<file path="src/hw/rtl/lkv_pkg.sv">
// lkv_pkg: shared types and constants for the LRU key-value cache.
// Used by lkv_cell and lru_key_value_cache; depends on nothing else.
package lkv_pkg;

	localparam int DATA_W = 32;
	localparam int CAP_W  = 5;

	localparam logic [CAP_W-1:0]  CAP_RESET  = 5'd16;
	localparam logic [DATA_W-1:0] MISS_VALUE = 32'hFFFF_FFFF;
	localparam logic [DATA_W-1:0] PUT_VALUE  = 32'h0000_0000;

	typedef enum logic {
		OP_GET = 1'b0,
		OP_PUT = 1'b1
	} op_t;

	typedef enum logic {
		ST_IDLE = 1'b0,
		ST_EXEC = 1'b1
	} state_t;

	// One slot of the recency chain.
	typedef struct packed {
		logic              valid;
		logic [DATA_W-1:0] key;
		logic [DATA_W-1:0] value;
	} entry_t;

	// Broadcast from the controller to every cell.
	typedef struct packed {
		logic              update;  // cells at or below the limit take their neighbor
		logic              evict;   // cells past the limit drop their entry
		logic [DATA_W-1:0] key;     // key under lookup
	} ctl_t;

endpackage

</file>
<file path="src/hw/rtl/lru_key_value_cache.sv">
// lru_key_value_cache: fully associative key-value store, LRU replacement.
// An accepted request is registered, then looked up and the chain shifted in the exec
// state once the result register is free; no new request is taken until that is done.
// Lookup is a parallel key compare over the cell row; the row shifts one step.
// Reset (arst_n low, async): all slots empty, count zero, capacity 16.
// Depends on lkv_pkg and lkv_cell.
module lru_key_value_cache #(
	parameter int ENTRIES = 16
) (
	input  logic               clk,
	input  logic               arst_n,
	// request channel
	input  logic               in_valid,
	output logic               in_stall,
	input  logic               operation,
	input  logic signed [31:0] key,
	input  logic signed [31:0] value,
	// result channel
	output logic               out_valid,
	input  logic               out_stall,
	output logic               hit,
	output logic signed [31:0] read_value,
	output logic               evicted,
	// capacity register
	input  logic               cfg_write,
	input  logic [4:0]         cfg_data
);

	localparam int IDX_W = (ENTRIES > 1) ? $clog2(ENTRIES) : 1;
	localparam int CNT_W = $clog2(ENTRIES + 1);
	localparam int CW    = (CNT_W > lkv_pkg::CAP_W) ? CNT_W : lkv_pkg::CAP_W;

	// control and request registers
	lkv_pkg::state_t            state_q, state_d;
	lkv_pkg::op_t               op_q;
	logic [lkv_pkg::DATA_W-1:0] key_q;
	logic [lkv_pkg::DATA_W-1:0] val_q;
	logic [lkv_pkg::CAP_W-1:0]  capacity_q;
	logic [CNT_W-1:0]           occ_q;

	// result register
	logic                       out_valid_q;
	logic                       hit_q;
	logic [lkv_pkg::DATA_W-1:0] rdata_q;
	logic                       evicted_q;

	logic                       in_fire;
	logic                       exec_go;

	// cell row
	lkv_pkg::entry_t            cell_ent [ENTRIES];
	logic [ENTRIES-1:0]         match_vec;
	logic [ENTRIES-1:0]         valid_vec;
	lkv_pkg::ctl_t              ctl;
	logic [IDX_W-1:0]           limit;
	lkv_pkg::entry_t            new_ent;

	// lookup results
	logic                       hit_c;
	logic [IDX_W-1:0]           found_c;
	logic [lkv_pkg::DATA_W-1:0] hit_val_c;

	// capacity / eviction arithmetic
	logic [CW-1:0]              cap_w;
	logic [CW-1:0]              capm1_w;
	logic [CW-1:0]              occ_w;
	logic [CW-1:0]              pos_w;
	logic                       miss_put;
	logic                       evict_c;

	assign in_stall  = (state_q != lkv_pkg::ST_IDLE);
	assign in_fire   = in_valid && !in_stall;
	assign exec_go   = (state_q == lkv_pkg::ST_EXEC) && (!out_valid_q || !out_stall);

	assign out_valid  = out_valid_q;
	assign hit        = hit_q;
	assign read_value = rdata_q;
	assign evicted    = evicted_q;

	// State machine: take a transfer, then execute once the result slot is free.
	always_ff @(posedge clk or negedge arst_n) begin
		if (!arst_n) begin
			state_q <= lkv_pkg::ST_IDLE;
		end else begin
			state_q <= state_d;
		end
	end

	always_comb begin
		state_d = state_q;
		case (state_q)
			lkv_pkg::ST_IDLE: begin
				if (in_fire) state_d = lkv_pkg::ST_EXEC;
			end
			lkv_pkg::ST_EXEC: begin
				if (exec_go) state_d = lkv_pkg::ST_IDLE;
			end
			default: state_d = lkv_pkg::ST_IDLE;
		endcase
	end

	// Request capture; no reset needed on payload.
	always_ff @(posedge clk) begin
		if (in_fire) begin
			op_q  <= lkv_pkg::op_t'(operation);
			key_q <= key;
			val_q <= value;
		end
	end

	always_ff @(posedge clk or negedge arst_n) begin
		if (!arst_n) begin
			capacity_q <= lkv_pkg::CAP_RESET;
		end else if (cfg_write) begin
			capacity_q <= cfg_data;
		end
	end

	// Keys held in valid slots are unique, so the match vector is one-hot
	// or empty: plain OR reductions give the hit index and its value.
	always_comb begin
		hit_c     = 1'b0;
		found_c   = '0;
		hit_val_c = '0;
		for (int j = 0; j < ENTRIES; j++) begin
			if (match_vec[j]) begin
				hit_c     = 1'b1;
				found_c   = found_c | IDX_W'(j);
				hit_val_c = hit_val_c | cell_ent[j].value;
			end
		end
	end

	// Effective capacity is clamped to 1 .. ENTRIES.
	always_comb begin
		cap_w = CW'(capacity_q);
		if (cap_w == '0) begin
			cap_w = CW'(1);
		end else if (cap_w > CW'(ENTRIES)) begin
			cap_w = CW'(ENTRIES);
		end
		capm1_w = cap_w - CW'(1);
		occ_w   = CW'(occ_q);
	end

	// A new key goes in at slot 0; if the row is at or past capacity the
	// insert point is pinned at capacity-1 and everything beyond is dropped.
	assign miss_put = (op_q == lkv_pkg::OP_PUT) && !hit_c;
	assign evict_c  = miss_put && (occ_w > capm1_w);
	assign pos_w    = evict_c ? capm1_w : occ_w;
	assign limit    = hit_c ? found_c : pos_w[IDX_W-1:0];

	assign ctl.update = exec_go && ((op_q == lkv_pkg::OP_PUT) || hit_c);
	assign ctl.evict  = evict_c;
	assign ctl.key    = key_q;

	// Entry fed into the head of the chain (most recent slot).
	assign new_ent.valid = 1'b1;
	assign new_ent.key   = key_q;
	assign new_ent.value = (op_q == lkv_pkg::OP_PUT) ? val_q : hit_val_c;

	always_ff @(posedge clk or negedge arst_n) begin
		if (!arst_n) begin
			occ_q <= '0;
		end else if (exec_go && miss_put) begin
			occ_q <= CNT_W'(pos_w + CW'(1));
		end
	end

	// Result register: separates the two channels.
	always_ff @(posedge clk or negedge arst_n) begin
		if (!arst_n) begin
			out_valid_q <= 1'b0;
		end else if (exec_go) begin
			out_valid_q <= 1'b1;
		end else if (!out_stall) begin
			out_valid_q <= 1'b0;
		end
	end

	always_ff @(posedge clk) begin
		if (exec_go) begin
			hit_q     <= hit_c;
			evicted_q <= evict_c;
			if (op_q == lkv_pkg::OP_PUT) begin
				rdata_q <= lkv_pkg::PUT_VALUE;
			end else if (hit_c) begin
				rdata_q <= hit_val_c;
			end else begin
				rdata_q <= lkv_pkg::MISS_VALUE;
			end
		end
	end

	// Cell row: slot 0 is most recent, each cell shifts from its left neighbor.
	for (genvar j = 0; j < ENTRIES; j++) begin : g_cell
		lkv_pkg::entry_t left_ent;
		if (j == 0) begin : g_head
			assign left_ent = new_ent;
		end else begin : g_body
			assign left_ent = cell_ent[j-1];
		end

		lkv_cell #(
			.IDX_W    (IDX_W),
			.CELL_IDX (j)
		) u_cell (
			.clk    (clk),
			.arst_n (arst_n),
			.ctl    (ctl),
			.limit  (limit),
			.left   (left_ent),
			.ent    (cell_ent[j]),
			.match  (match_vec[j])
		);

		assign valid_vec[j] = cell_ent[j].valid;
	end

`ifndef SYNTHESIS
	// Keys in the row stay unique.
	a_match_onehot: assert property (@(posedge clk) disable iff (!arst_n)
		(state_q == lkv_pkg::ST_EXEC) |-> $onehot0(match_vec))
		else $error("more than one slot matched the key");

	// Occupied count tracks the number of valid slots.
	a_count: assert property (@(posedge clk) disable iff (!arst_n)
		$countones(valid_vec) == int'(occ_q))
		else $error("occupied count differs from valid slots");

	// Valid slots form a prefix of the row.
	a_prefix: assert property (@(posedge clk) disable iff (!arst_n)
		((valid_vec & (valid_vec + ENTRIES'(1))) == '0))
		else $error("valid slots are not contiguous from slot 0");

	// An eviction only comes from a put that missed.
	a_evict_miss: assert property (@(posedge clk) disable iff (!arst_n)
		(out_valid_q && evicted_q) |-> !hit_q)
		else $error("eviction reported on a hit");

	// A result is valid in the cycle after the item executes.
	a_exec_result: assert property (@(posedge clk) disable iff (!arst_n)
		exec_go |=> (out_valid_q && state_q == lkv_pkg::ST_IDLE))
		else $error("executed item produced no result");
`endif

endmodule

</file>
<file path="src/hw/rtl/lkv_cell.sv">
// lkv_cell: one slot of the recency-ordered chain; compares its key and
// takes its left neighbor's entry on a shift. Depends on lkv_pkg.
module lkv_cell #(
	parameter int IDX_W    = 4,
	parameter int CELL_IDX = 0
) (
	input  logic                 clk,
	input  logic                 arst_n,
	input  lkv_pkg::ctl_t        ctl,
	input  logic [IDX_W-1:0]     limit,
	input  lkv_pkg::entry_t      left,
	output lkv_pkg::entry_t      ent,
	output logic                 match
);

	localparam logic [IDX_W-1:0] MY_IDX = IDX_W'(CELL_IDX);

	logic                      valid_q;
	logic [lkv_pkg::DATA_W-1:0] key_q;
	logic [lkv_pkg::DATA_W-1:0] value_q;
	logic                      shift_en;
	logic                      drop_en;

	assign shift_en = ctl.update && (MY_IDX <= limit);
	assign drop_en  = ctl.update && ctl.evict && (MY_IDX > limit);
	assign match    = valid_q && (key_q == ctl.key);

	always_ff @(posedge clk or negedge arst_n) begin
		if (!arst_n) begin
			valid_q <= 1'b0;
		end else if (shift_en) begin
			valid_q <= left.valid;
		end else if (drop_en) begin
			valid_q <= 1'b0;
		end
	end

	always_ff @(posedge clk) begin
		if (shift_en) begin
			key_q   <= left.key;
			value_q <= left.value;
		end
	end

	assign ent.valid = valid_q;
	assign ent.key   = key_q;
	assign ent.value = value_q;

endmodule

</file>
<file path="config.mk">
export PLATFORM = sky130hd
export DESIGN_NAME = lru_key_value_cache
export DESIGN_NICKNAME = d
export VERILOG_FILES = /design/src/hw/rtl/lkv_pkg.sv /design/src/hw/rtl/lru_key_value_cache.sv /design/src/hw/rtl/lkv_cell.sv
export SDC_FILE = /design/constraint.sdc
export NUM_CORES = 2
export LEC_CHECK = 0
export ABC_AREA = 1
export BUFFER_PORTS_ARGS = -buffer_cell sky130_fd_sc_hd__buf_2
export CAP_MARGIN = 0
export CORE_MARGIN = 2
export CORE_UTILIZATION = 55
export DETAILED_ROUTE_END_ITERATION = 8
export GPL_ROUTABILITY_DRIVEN = 1
export HOLD_SLACK_MARGIN = 0.12
export PLACE_DENSITY = 0.78
export SYNTH_ARGS = -nofsm -noshare
export SYNTH_HDL_FRONTEND = slang
export SYNTH_SLANG_ARGS = --single-unit
</file>
<file path="constraint.sdc">
create_clock -name clk -period 13.2 [get_ports clk]
set_clock_uncertainty 0.15 [all_clocks]
set_input_delay 0 -clock clk [delete_from_list [all_inputs] [get_ports clk]]
set_output_delay 0 -clock clk [all_outputs]
set_load 0.05 [all_outputs]
</file>
==> impl_metrics.ini <==
[critical_path]
slowest_delay_ns = 0.72
slowest_stage = nand2_2
worstSetupEndpointType = flip-flop
cp-start-kind = flip-flop
crit_chain = buf_4 -> inv_2 -> nand2_1 -> nand2_1 -> nand2_1 -> nor2_1 -> nand2_1 -> nor2_1 -> nand4_1 -> nand2_1 -> nor2_2 -> nand2_2 -> nor2_8 -> nand2_2 -> nand2_1 -> clkinv_2 -> nand2_4 -> nand2_4 -> buf_4 -> nand2_1 -> clkinv_2 -> buf_4
r2r_slack_ns = 6.53
critical_path_required_ns = 13.36
cp_common_cell = nand2_1
path_max_fanout = 45
worstSetupPathType = reg -> reg
arrival_ns = 6.83

[grt]
track_usage = 0.306
antenna_found_initial = 0
grt_overflow_total = 0
grt_pass1_vias = 32600
grt_pass1_wl_mm = 200
grt_max_degree = 67

[yosys]
async_flop_share = 0.0243
yosysWarnings = 0
netlist.area_leader.share = 0.712
yosys_most_used_dff = edfxtp_1
avgSynthCellArea_um2 = 12.4
ys_seq_area_frac = 0.727
synth_area_leaders = edfxtp_1 (71%), nand2_1 (8.7%), inv_1 (3.0%)
syn_nets = 3885
ys_seq_elements = 1151
synth_top_area_cell = edfxtp_1
synth_edf_count = 1123
synth_cells = 3803
syn_area_um2 = 47300
ys_types = 41

[placed_design]
io_buffers = 110
placed_cells = 4985
dp_hpwl_mm = 82.2
finalWeightedCongestion = 0.984

[pwr]
leakage_nw = 20.6
peakVddDrop_v = 0.000153
powerDensity_nw_per_um2 = 172

[die]
die_y_um = 297
ios = 111
initial_core_util = 0.555
die_w_um = 297
die_area_um2 = 88400
core_area_um2 = 85300
row_count = 107

[sta]
timing.final.crit_share = 0.505
min_period_ns = 6.67
drv_slew = 0
worst_pin_slew_ns = 1.22
grt_setup_unrepaired = no
setup_viol = 0
finalSetupTns_ns = 0
holdWs_ns = 0.251
clock.fmax_mhz = 150
hold_violations = 0
max-slew-margin-rel = 0.187

[clocking]
cts_resized = 0
clkTransAtPathRegs_ns = 0.06
cts.sinks = 1151
clk_latency_ns = 0.71
post-cts-setup-buffer-count = 0
clockBufferDepth = 3
cts_max_level = 3
cts_root_buf = clkbuf_16
cts_hold_buf = 158
cts_buffers = 105
cts_tree = built

[layout]
syn_to_final_growth_pct = 14.4
num_antenna_cells = 0
drive_gt1_frac = 0.0986
finalNetCount = 4188
final_cells = 5342

[routing]
vias = 32500
routed_wl_mm = 137
drt_iter0_markers = 4529
drc_errors = 0
avgViaCountPerCell = 6.09
firstDrtPassIters = 7
post_drt_wl_per_cell_um = 25.6
postRouteAntennaNets = 0

[worst_hold_path]
hold_class = in -> async

[run]
maxCapViolations = 0

[status]
status = finished clean
-- registers in the layout, indices dropped and copies added, names as in the netlist --
signal                 cells
g_cell.u_cell.key_q      512
capacity_q                 5
out_valid                  1
val_q                     32
read_value                32
key_q                     32
evicted                    1
g_cell.u_cell.value_q    512
occ_q                      5
op_q                       1
in_stall                   1
hit                        1
g_cell.u_cell.valid_q     16
-- stage by stage --
| step | cell area (um^2) | utilization | setup WS (ns) | power (mW) |
|---|---|---|---|---|
| after floorplan | 47300 | - | 7.36 | 5.64 |
| after global placement | 49000 | 0.575 | 6.93 | 6.07 |
| after detailed placement | 49000 | 0.575 | 6.75 | 6.11 |
| after CTS | 54200 | 0.635 | 6.73 | 9.22 |
| after global routing | 54200 | 0.635 | 6.37 | 9.54 |
| final | 54200 | 0.635 | 6.53 | 9.30 |
-- cell type report --
type | instances | area [um^2]
clock buffer | 123 | 2740
clock inverter | 76 | 808
fill | 5905 | 31100
inverter | 408 | 1560
multi-input combinational | 2109 | 10600
sequential | 1151 | 34400
tap | 1144 | 1430
timing repair buffer | 331 | 2620
-- cells in the mapped netlist, types with 2 or more instances --
library cell and count:
clkbuf_1 48, or2_2 2, dfrtp_1 27, o21ai_2 2, a21oi_1 11, o21a_1 2
a221oi_1 113, nand2_4 3, o22ai_1 32, inv_4 7, buf_1 9, nand2_1 1099
nor2_4 2, o21ai_0 131, buf_2 23, inv_1 373, buf_4 35, nor2_2 4
o21ai_1 53, ha_1 7, nand4_1 60, a22o_1 128, nor3_1 10, buf_6 20
or2_1 2, xor2_1 12, o221ai_1 8, edfxtp_1 1123, nand2_2 11, inv_2 27
nor2_1 244, xnor2_1 110, o211ai_1 3, nand3_1 53, nand3_2 3
-- final timing paths --
| path | start | endpoint | cells past startpoint |
|---|---|---|---|
| min in group clk | g_cell[1].u_cell.value_q[11] | g_cell[2].u_cell.value_q[11] | 0 |
| worst min register to register | g_cell[1].u_cell.value_q[11] | g_cell[2].u_cell.value_q[11] | 0 |
| worst max-delay path | key_q[8] | g_cell[5].u_cell.value_q[30] | 22 |
| worst min-delay path | arst_n | capacity_q[4] | 3 |
| max in group asynchronous | arst_n | g_cell[10].u_cell.valid_q | 4 |
| worst max register to register | key_q[8] | g_cell[5].u_cell.value_q[30] | 22 |
-- kinds of logic (layout without fill, tap and decap cells) --
kind of cell    Yosys count  after routing  synth area share
simple gates           1496           1496             0.126
flops                  1151           1151             0.727
buf+inv                 543            938            0.0500
compound gates          484            484            0.0722
xor+xnor                122            122            0.0226
fa+ha+maj                 7              7           0.00185
-- power by group --
| part | internal (mW) | switching (mW) | total [mW] |
|---|---|---|---|
| Combinational | 0.294 | 0.880 | 1.17 |
| Clock | 1.75 | 1.41 | 3.16 |
| Sequential | 4.67 | 0.297 | 4.97 |
| Total | 6.71 | 2.59 | 9.30 |
-- routing by layer --
metal | global-route usage | vias to the layer above | share of wire
met2 | 0.498 | 2664 | 0.47
met1 | 0.383 | 15500 | 0.33
met4 | 0.184 | 0 | 0.064
met5 | 0 | - | 0
li1 | - | 13900 | -
met3 | 0.0601 | 542 | 0.13
-- layout by cell type, fill, tap and decap left out, types with 53 or more instances in the layout --
cell / Yosys / final
edfxtp_1: 1123 / 1123
nand2_1: 1099 / 1095
inv_1: 373 / 364
nor2_1: 244 / 244
dlygate4sd3_1: 0 / 157
o21ai_0: 131 / 131
a22o_1: 128 / 128
a221oi_1: 113 / 113
xnor2_1: 110 / 110
buf_2: 23 / 110
clkbuf_16: 0 / 105
buf_4: 35 / 63
nand4_1: 60 / 60
nand3_1: 53 / 53
o21ai_1: 53 / 53
-- critical path: cells and delay by family, from the launching register on --
kind / cells / cell delay, ns
buffers and inverters: 6 / 2.42
flip-flops: 1 / 0.62
AND/OR/NAND/NOR: 16 / 2.99
Power figures use the tool's default switching activity.
